File: src/rtl/core/assert_macros.svh
// Assertion helpers for the RTL.
// Define ASSERT_OFF to compile the checks out.
`ifndef ASSERT_MACROS_SVH
`define ASSERT_MACROS_SVH

`ifndef ASSERT_OFF
// Check a property on every rising edge outside of reset.
`define PEW_ASSERT(lbl, clk, rst_n, prop) \
  lbl: assert property (@(posedge clk) disable iff (!rst_n) (prop)) \
    else $error("%m: check failed");
// Check a property on every rising edge, reset included.
`define PEW_ASSERT_ALWAYS(lbl, clk, prop) \
  lbl: assert property (@(posedge clk) (prop)) \
    else $error("%m: check failed");
`else
`define PEW_ASSERT(lbl, clk, rst_n, prop)
`define PEW_ASSERT_ALWAYS(lbl, clk, prop)
`endif

`endif

File: src/rtl/core/pew_pkg.sv
`default_nettype none

package pew_pkg;

  // Pixel channel and configuration widths
  localparam int PIX_W  = 8;
  localparam int CFG_W  = 11;
  localparam int LINE_W = 3 * PIX_W;  // older grey, newer grey, alpha

  // Configuration register indexes
  localparam logic CFG_IMAGE_WIDTH  = 1'b0;
  localparam logic CFG_IMAGE_HEIGHT = 1'b1;

  localparam logic [CFG_W-1:0] SIZE_RESET = 11'd1024;
  localparam int               MIN_SIZE   = 3;

  // Grey = sum / 3 as (sum * 683) >> 11, exact for sums up to 765
  localparam logic [9:0] GREY_RECIP = 10'd683;
  localparam int         GREY_SHIFT = 11;

  // Gradient sum of squares and the saturation point of the root
  localparam int              SQ_W      = 21;
  localparam logic [SQ_W-1:0] SAT_LIMIT = 21'd65025;
  localparam logic [7:0]      SAT_ROOT  = 8'd255;

  typedef struct packed {
    logic busy;
    logic done;
  } pew_sqrt_stat_t;

  typedef enum logic [5:0] {
    S_IDLE   = 6'b000001,
    S_FETCH  = 6'b000010,
    S_SQUARE = 6'b000100,
    S_START  = 6'b001000,
    S_WAIT   = 6'b010000,
    S_EMIT   = 6'b100000
  } pew_state_e;

endpackage

`default_nettype wire

File: src/rtl/core/pew_isqrt.sv
`default_nettype none

module pew_isqrt
  import pew_pkg::*;
(
  input  wire logic            clk_i,
  input  wire logic            rst_ni,
  input  wire logic            start_i,
  input  wire logic [SQ_W-1:0] value_i,
  output pew_sqrt_stat_t       stat_o,
  output      logic [7:0]      root_o
);

  localparam int               V_W       = 16;
  localparam logic [V_W-1:0]   BIT_FIRST = 16'h4000;
  localparam logic [V_W-1:0]   BIT_LAST  = 16'h0001;

  logic           busy_q, busy_d;
  logic           done_q, done_d;
  logic [V_W-1:0] v_q, v_d;
  logic [V_W-1:0] root_q, root_d;
  logic [V_W-1:0] bit_q, bit_d;
  logic [V_W:0]   trial;

  assign trial = {1'b0, root_q} + {1'b0, bit_q};

  // One result bit per cycle, restoring recurrence
  always_comb begin
    busy_d = busy_q;
    done_d = 1'b0;
    v_d    = v_q;
    root_d = root_q;
    bit_d  = bit_q;
    if (start_i) begin
      if (value_i >= SAT_LIMIT) begin
        root_d = {8'd0, SAT_ROOT};
        done_d = 1'b1;
      end else begin
        v_d    = value_i[V_W-1:0];
        root_d = '0;
        bit_d  = BIT_FIRST;
        busy_d = 1'b1;
      end
    end else if (busy_q) begin
      if ({1'b0, v_q} >= trial) begin
        v_d    = v_q - trial[V_W-1:0];
        root_d = (root_q >> 1) + bit_q;
      end else begin
        root_d = root_q >> 1;
      end
      bit_d = bit_q >> 2;
      if (bit_q == BIT_LAST) begin
        busy_d = 1'b0;
        done_d = 1'b1;
      end
    end
  end

  always_ff @(posedge clk_i or negedge rst_ni) begin
    if (!rst_ni) begin
      busy_q <= 1'b0;
      done_q <= 1'b0;
    end else begin
      busy_q <= busy_d;
      done_q <= done_d;
    end
  end

  always_ff @(posedge clk_i) begin
    v_q    <= v_d;
    root_q <= root_d;
    bit_q  <= bit_d;
  end

  assign stat_o.busy = busy_q;
  assign stat_o.done = done_q;
  assign root_o      = root_q[7:0];

endmodule

`default_nettype wire

File: config.mk
export PLATFORM = sky130hd
export DESIGN_NAME = pew_isqrt
export DESIGN_NICKNAME = d
export VERILOG_FILES = /design/src/rtl/core/assert_macros.svh /design/src/rtl/core/pew_pkg.sv /design/src/rtl/core/pew_isqrt.sv
export SDC_FILE = /design/constraint.sdc
export NUM_CORES = 1
export LEC_CHECK = 0
export ABC_AREA = 1
export BUFFER_PORTS_ARGS = -buffer_cell sky130_fd_sc_hd__buf_2
export CORE_UTILIZATION = 30
export CTS_CLUSTER_SIZE = 10
export DETAILED_ROUTE_END_ITERATION = 8
export GPL_TIMING_DRIVEN = 1
export PLACE_DENSITY = 0.55
export SLEW_MARGIN = 20
export SYNTH_ARGS = -nofsm -noshare
export SYNTH_HDL_FRONTEND = slang
export SYNTH_SLANG_ARGS = --single-unit
File: constraint.sdc
create_clock -name clk_i -period 4.3 [get_ports clk_i]
set_input_delay 0.215 -clock clk_i [delete_from_list [all_inputs] [get_ports clk_i]]
set_output_delay 0.215 -clock clk_i [all_outputs]
set_load 0.02 [all_outputs]
# Word-level counts from Yosys, hierarchy flattened
# Index checks and enable logic that the tools add are counted.
[totals]
reg_bits = 50
inputBits = 24
output_inout_bits = 10
wordCells = 35
[op_classes]
n_addsub = 3
magnitude_cmp = 2
n_eq_ne = 2
muxes = 19
n_reduce_logical = 4
[ops]
columns = ["operator", "count"]
rows = [
  ["16-bit 2-to-1 mux", 10],
  ["21-bit by 16-bit greater-or-equal comparator with 1-bit output (second input constant)", 1],
  ["16-bit by 16-bit adder with 17-bit output", 1],
  ["16-bit by 17-bit greater-or-equal comparator with 1-bit output", 1],
  ["15-bit by 16-bit adder with 16-bit output", 1],
  ["16-bit by 1-bit == test with 1-bit output (second input constant)", 1],
  ["16-bit subtractor", 1],
  ["1-bit 2-to-1 mux", 8],
  ["8-bit 2-to-1 mux", 1],
  ["2-bit nonzero test", 2],
  ["3-bit AND reduction", 1],
  ["2-bit inequality test (second input constant)", 1],
  ["2-bit AND reduction", 1],
]

# Longest topological paths before layout
# Gate-level depths: netlist of the first run.
[depth]
depth_word = 5
ltp_mapped = 21
depth_no_buf = 21

# Worst setup path before layout of the first run
# Ideal clock, no wire load.
[synth_timing]
kind = "reg2reg"
from = "register root_q[4]"
to = "register v_q[0], enable pin"
setup_ns = 0.394
arrival_ns = 3.443
required_ns = 3.906
slack_ns = 0.462
path_stages_with_launch = 19
synth_period_minus_slack_ns = 3.838
cell_sequence = "edfxtp_1 > ha_1 > nand2_1 > nor2_1 > nand2_1 > nand2_2 > a22oi_1 > o21ai_0 > xor2_1 > ha_1 > nand2_1 > nor2_1 > nand4_1 > nand3_1 > nand2_2 > nand2_2 > nand2_4 > buf_12 > a21oi_1"
[synth_via]
elab_chain_len = 4
[synth_lines]
columns = ["element", "line_no", "rtl"]
rows = [
  ["from (decl)", "pew_isqrt.sv:21", "logic [V_W-1:0] root_q, root_d;"],
  ["from (signal assigned)", "pew_isqrt.sv:71", "root_q <= root_d;"],
  ["16-bit by 16-bit adder with 17-bit output", "pew_isqrt.sv:25", "assign trial = {1'b0, root_q} + {1'b0, bit_q};"],
  ["16-bit by 17-bit greater-or-equal comparator with 1-bit output", "pew_isqrt.sv:45", "if ({1'b0, v_q} >= trial) begin"],
  ["2-bit nonzero test (no line)", "n/a", ""],
  ["3-bit AND reduction (no line)", "n/a", ""],
  ["to (signal assigned)", "pew_isqrt.sv:70", "v_q <= v_d;"],
  ["to (decl)", "pew_isqrt.sv:20", "logic [V_W-1:0] v_q, v_d;"],
]
# No other way between the ends.
# A chain may end at the register's enable or synchronous reset.

# Worst setup path after layout of the first run
[layout_timing]
from = "register root_q[6]"
to = "register v_q[13], enable pin"
# Same word-level chain as after synthesis.

==> results of run 1 <==
[critical path, delay by kind of cell (launching register included)]
kind	cells	cell delay [ps]
AND/OR/NAND/NOR	8	1130
XOR/XNOR	1	160
flip-flops	1	530
AO/OA/AOI/OAI	4	650
buffers and inverters	1	280
adder cells (fa/ha/maj)	2	780
[flip-flops by register name (all words and copies together) (netlist names)]
signal,cells
done_q,1
bit_q,8
busy_q,1
v_q,16
root_q,16
[metal layers]
metal / global-route usage, % / vias up / wire length (microns) / share of wire, %
met1: 21.1 / 1518 / 4790 / 49
met2: 26.1 / 93 / 4500 / 46
met4: 4.50 / 0 / 163 / 1.7
li1: - / 1757 / - / -
met3: 2.11 / 11 / 354 / 3.6
met5: 0 / - / 0 / 0
[power by group through the flow]
stage | clock (mW) | combinational (mW) | sequential (mW)
after floorplan | 0 | 1.95 | 0.760
after global placement | 0 | 2.29 | 0.823
after detailed placement | 0 | 2.29 | 0.823
after CTS | 0.392 | 2.31 | 0.815
after global routing | 0.411 | 2.62 | 0.834
final | 0.380 | 2.31 | 0.814
[how the worst max path moves through the flow]
stage	slack (ps)	cells after the start	end
global placement	550	18	v_q[10]
finish	450	16	v_q[13]
global route	170	16	v_q[7]
detailed placement	440	18	v_q[12]
floorplan	460	18	v_q[0]
CTS	420	18	v_q[12]
[placed cells by master (no fill, tap or decap), drive strengths merged, types with 5 or more instances in the layout]
cell | netlist | final
nand2 | 152 | 152
inv | 46 | 46
nand3 | 45 | 45
nor2 | 42 | 42
edfxtp | 40 | 40
buf | 16 | 35
ha | 34 | 34
o21ai | 25 | 25
a21oi | 24 | 24
xor2 | 21 | 21
nand4 | 11 | 11
xnor2 | 9 | 9
a31oi | 6 | 6
o21bai | 5 | 5
or2 | 5 | 5
clkbuf | 4 | 5
[logic make-up (layout without fill, tap and decap cells)]
| kind of cell | after synthesis | count (layout) | synth area share (%) |
|---|---|---|---|
| compound gates | 74 | 74 | 11.5 |
| xor+xnor | 30 | 30 | 6.81 |
| fa+ha+maj | 35 | 35 | 11.5 |
| buf+inv | 66 | 90 | 8.08 |
| flops | 42 | 42 | 32.4 |
| simple gates | 262 | 262 | 29.7 |
[per-stage QoR]
stage,std cells,instance area (sq um),power [mW]
2_1_floorplan,509,3860,2.71
3_3_place_gp,696,4110,3.12
3_5_place_dp,696,4110,3.11
4_1_cts,705,4270,3.52
5_1_grt,705,4270,3.87
6_report,705,4270,3.51
[timing repair]
| item | 4_1_cts | 5_1_grt |
|---|---|---|
| setup endpoints to repair | 0 | 0 |
| hold endpoints to repair | 2 | 0 |
| hold buffers | 1 | 0 |
[cell type report]
type | instances | area share, %
clock buffers | 5 | 2.93
clock inverters | 3 | 0.498
inverters | 46 | 4.04
multi-input cells | 401 | 53.7
flip-flops and latches | 42 | 29.3
well taps | 172 | 5.04
repair buffers | 36 | 4.45
==> run_results.csv, run 1 <==
group,metric,value,unit
outcome,outcome,"finished, final reports clean",
synthesis,synth_common_cells,"nand2_1 (144), inv_1 (45), nand3_1 (43)",
synthesis,syn_area,3860,sq um
synthesis,synth.area.top_cells,"edfxtp_1 (31%), nand2_1 (14%), ha_1 (11%)",
route,wl,9.81,mm
setup_path,cp.required,4270,ps
finish,multiInputGateArea,2290,sq um
synthesis,async_flop_share,4.76,%
die,dieArea,13300,sq um
pwr,power.density,821,nW/um^2
clock_network,cts_buffers,5,
finish,layout-area-overhead-vs-synth,10.7,%
setup_path,worstRegToRegCells,16,
die,fp.dieW,115,microns
pwr,p_int,1.72,mW
worst_hold_path,holdPathEnd,"v_q[1]",
finish,fillers,1344,
setup_path,endpoint_kind,"flop",
sta,worst_slack,447,ps
pwr,p_comb_share,66.0,%
sta,final_hold_viol_count,0,
route,detail-route-antenna-nets,0,
setup_path,critPathMaxStageDelay,530,ps
finish,drive_above_1_share,12.6,%
pwr,p_leak,1.95,nW
setup_path,startpoint_type,"flop",
synthesis,syn_nets,568,
grt,groute.usage.overall,15.7,%
synthesis,synth_edf_count,40,
clock_network,cts.root.buffer_cell,"clkbuf_16",
setup_path,r2r_end,"v_q[13]",
sta,tns,0,ps
synthesis,synthDistinctLibCells,42,
die,start_util,30.7,%
finish,antenna-diode-count,0,
clock_network,clkTransAtPathRegs,70,ps
pwr,sw_frac_of_total,50.9,%
sta,period_needed,3850,ps
sta,setup_viol,0,
pwr,power_switching,1.79,mW
sta,fin_crit_sh,89.6,%
clock_network,postCtsSetupBuffers,0,
finish,fin_util,34.0,%
finish,register_area,1250,sq um
setup_path,rr_startpoint,"root_q[6]",
synthesis,synth_cells,509,
clock_network,h-tree-depth,2,
sta,fmax,260,MHz
clock_network,cts.sinks,42,
synthesis,synthMostInstantiatedCell,"nand2_1",
placement,dp_slack,436,ps
clock_network,clockBufferDepth,2,
clock_network,cts_tree,"done",
worst_hold_path,min_from,"value_i[1]",
route,wl_per_cell,13.9,microns
route,via_per_inst,4.79,
sta,worst_slew_pin_slew,745,ps
grt,grt_pass1_vias,3298,
setup_path,critical_path_class,"flop to flop",
worst_hold_path,whs_path_depth,3,
synthesis,syn_avg_cell_area,7.58,sq um
sta,skew,8.37,ps
synthesis,netlist.area_leader.share,31.1,%
die,ios,34,
placement,post-dp-hpwl,7.66,mm
die,core,12600,sq um
synthesis,yosys_warnings,0,
grt,grt_antenna_before_repair,0,
grt,grt_pass1_wl,16.1,mm
finish,nNetsFinal,591,
flow_run,maxCapViolations,0,
synthesis,yosysSeqAreaShare,32.4,%
route,drt_iter0_markers,154,
sta,slew_viol_final,0,
setup_path,critical-path-slowest-cell,"edfxtp_1",
setup_path,r2r_setup_slack,450,ps
route,first_pass_iters,5,
die,die_h,115,microns
synthesis,ys_ff_latch,42,
pwr,pwr-share-clk,10.8,%
placement,place_congestion,0.869,
sta,rsz0062_at_grt,"false",
setup_path,critPathMaxFanout,16,
pwr,power_frac_seq,23.2,%
setup_path,setup.worst_path.start,"root_q[6]",
sta,relSlewSlack,50.2,%
clock_network,clk_latency,290,ps
route,drc,0,
sta,hold_ws,214,ps
pwr,peakVddDrop,0.327,mV
setup_path,cp.arrival,3820,ps
setup_path,crit_chain,"ha_1, nand2_1, o21bai_1, a21oi_1, o21bai_1, xor2_1, ha_1, nand2_1, nor2_1, nand4_1, nand3_1, nand2_2, nand2_2, nand2_4, a21oi_1, buf_4",
grt,overflow,0,
synthesis,synth_largest_area_cell,"edfxtp_1",
worst_hold_path,hp-class,"input port to flop",
synthesis,synth_flop_cell,"edfxtp_1",
clock_network,post_cts_resized,0,
grt,grt_max_degree,41,
placement,io_buffer_count,33,
die,rows,41,
route,vias,3379,
Note: power is estimated with default switching activity, not from simulation.
==> run 2: changes to the inputs <==
--- a/config.mk
+++ b/config.mk
@@ -11,7 +11,7 @@
 export CTS_CLUSTER_SIZE = 10
 export DETAILED_ROUTE_END_ITERATION = 8
 export GPL_TIMING_DRIVEN = 1
-export PLACE_DENSITY = 0.55
+export PLACE_DENSITY = 0.56
 export SLEW_MARGIN = 20
 export SYNTH_ARGS = -nofsm -noshare
 export SYNTH_HDL_FRONTEND = slang
==> constraint.sdc (replaced) <==
create_clock -name clk_i -period 3.29 [get_ports clk_i]
set_input_delay 0.1645 -clock clk_i [delete_from_list [all_inputs] [get_ports clk_i]]
set_output_delay 0.1645 -clock clk_i [all_outputs]
set_load 0.02 [all_outputs]
==> run_results.csv, run 2 (synthesis results as in run 1) <==
group,metric,value,unit
outcome,outcome,"finished, final reports clean",
placement,io_buffer_count,33,
flow_run,maxCapViolations,0,
setup_path,crit_chain,"ha_4, nand2_1, nor2_4, nand3_1, nand2_1, a31oi_1, xor2_1, ha_1, buf_4, nand2_1, nor2_1, nand2_1, nand2_4, nand2_4, a21oi_4, buf_12",
clock_network,cts.root.buffer_cell,"clkbuf_16",
grt,grt_max_degree,30,
sta,setup_viol,0,
pwr,power.density,1110,nW/um^2
finish,drive_above_1_share,21.9,%
sta,period_needed,3170,ps
die,dieArea,13300,sq um
route,drc,0,
finish,final_common_cell,"nand2_1",
grt,groute.usage.overall,16.4,%
die,die_h,115,microns
finish,multiInputGateArea,2480,sq um
clock_network,h-tree-depth,2,
finish,layout_common_cells,"nand2_1 (140), inv_1 (45), nand3_1 (41)",
clock_network,cts_tree,"done",
clock_network,cts.sinks,42,
setup_path,critPathMaxFanout,16,
pwr,peakVddDrop,0.381,mV
setup_path,cp.arrival,3160,ps
setup_path,r2r_end,"v_q[14]",
sta,skew,3.31,ps
die,start_util,30.7,%
die,ios,34,
finish,fin_cells,738,
worst_hold_path,holdPathEnd,"v_q[2]",
finish,fillers,1294,
placement,place_congestion,0.847,
die,rows,41,
finish,register_area,1250,sq um
setup_path,rr_startpoint,"bit_q[4]",
sta,rsz0062_at_grt,"true",
setup_path,startpoint_type,"flop",
setup_path,cp_num_buf_inv,2,
sta,final_hold_viol_count,0,
grt,overflow,0,
route,detail-route-antenna-nets,0,
setup_path,crit_family,"simple AND/OR/NAND/NOR gates",
route,via_per_inst,4.86,
route,vias,3589,
setup_path,critical-path-slowest-cell,"edfxtp_1",
route,wl,10.5,mm
sta,relSlewSlack,64.1,%
grt,grt_pass1_wl,16.8,mm
route,wl_per_cell,14.2,microns
setup_path,cp.required,3290,ps
finish,nNetsFinal,624,
route,first_pass_iters,4,
finish,top_regs,"root_q (16), v_q (16), bit_q (8)",
route,drt_iter0_markers,184,
sta,fmax,316,MHz
setup_path,critPathMaxStageDelay,480,ps
die,fp.dieW,115,microns
clock_network,clkTransAtPathRegs,60,ps
finish,antenna-diode-count,0,
sta,fin_crit_sh,96.2,%
clock_network,clockBufferDepth,2,
die,core,12600,sq um
grt,grt_antenna_before_repair,0,
worst_hold_path,whs_path_depth,3,
pwr,p_leak,2.14,nW
placement,dp_cells,716,
sta,slew_viol_final,0,
setup_path,r2r_setup_slack,120,ps
sta,hold_ws,163,ps
setup_path,worstRegToRegCells,16,
setup_path,critical_path_class,"flop to flop",
grt,grt_pass1_vias,3408,
finish,layout-area-overhead-vs-synth,22.9,%
placement,post-dp-hpwl,7.98,mm
setup_path,cpMostUsedCell,"nand2_1",
worst_hold_path,hp-class,"input port to flop",
sta,worst_slew_pin_slew,533,ps
worst_hold_path,min_from,"value_i[2]",
clock_network,cts_buffers,5,
setup_path,endpoint_kind,"flop",
clock_network,clk_latency,280,ps
## run 2: worst register-to-register path: cells and delay by family, from the launching register on
kind	cells	cell delay [ps]
flip-flops	1	480
XOR/XNOR	1	160
AND/OR/NAND/NOR	9	980
adder cells (fa/ha/maj)	2	660
AO/OA/AOI/OAI	2	280
buffers and inverters	2	320
## run 2: power by group
group	switching (mW)	internal [mW]
logic	2.15	1.51
clock network	0.205	0.358
registers	0.177	0.856
total	2.54	2.73
## run 2: final cells by class
| class | instances | area share, % |
|---|---|---|
| clock buffers | 6 | 2.72 |
| clock inverters | 2 | 0.792 |
| inverters | 46 | 3.64 |
| multi-input cells | 401 | 52.3 |
| flip-flops and latches | 42 | 26.4 |
| well taps | 172 | 4.54 |
| repair buffers | 69 | 9.66 |
## run 2: timing repair
item | in CTS | in global routing
endpoints found under the hold margin | 2 | 0
hold buffers | 1 | 0
buffers inserted | 0 | 13
resized for setup | 0 | 33
endpoints found under the setup margin | 0 | 34
## run 2: worst max-delay path by stage
stage | slack [ps] | start | to | cells past startpoint
5_1_grt | -70 | bit_q[4] | root_q[5] | 21
6_report | 120 | bit_q[4] | v_q[14] | 16
3_3_place_gp | 90 | bit_q[0] | v_q[12] | 19
2_1_floorplan | 20 | bit_q[0] | v_q[0] | 19
4_1_cts | 0.1 | root_q[0] | v_q[13] | 19
3_5_place_dp | 9 | root_q[0] | v_q[13] | 19
## run 2: metrics by stage
step / worst slack (ps) / area (sq um) / setup TNS, ps / power (mW) / util (%)
after floorplan: 16.5 / 3890 / 0 / 3.57 / -
after global placement: 87.0 / 4310 / 0 / 4.33 / 34.3
after detailed placement: 9.29 / 4310 / 0 / 4.36 / 34.3
after CTS: 0.0961 / 4490 / 0 / 4.96 / 35.7
after global routing: -67.0 / 4740 / -873 / 5.75 / 37.7
final: 125 / 4740 / 0 / 5.26 / 37.7
## run 2: routing by layer
metal | global-route usage [%] | up-vias | wire length (microns)
met4 | 6.15 | 0 | 246
met3 | 2.27 | 16 | 318
met5 | 0 | - | 0
met1 | 21.5 | 1656 | 4980
met2 | 27.5 | 88 | 4950
li1 | - | 1829 | -
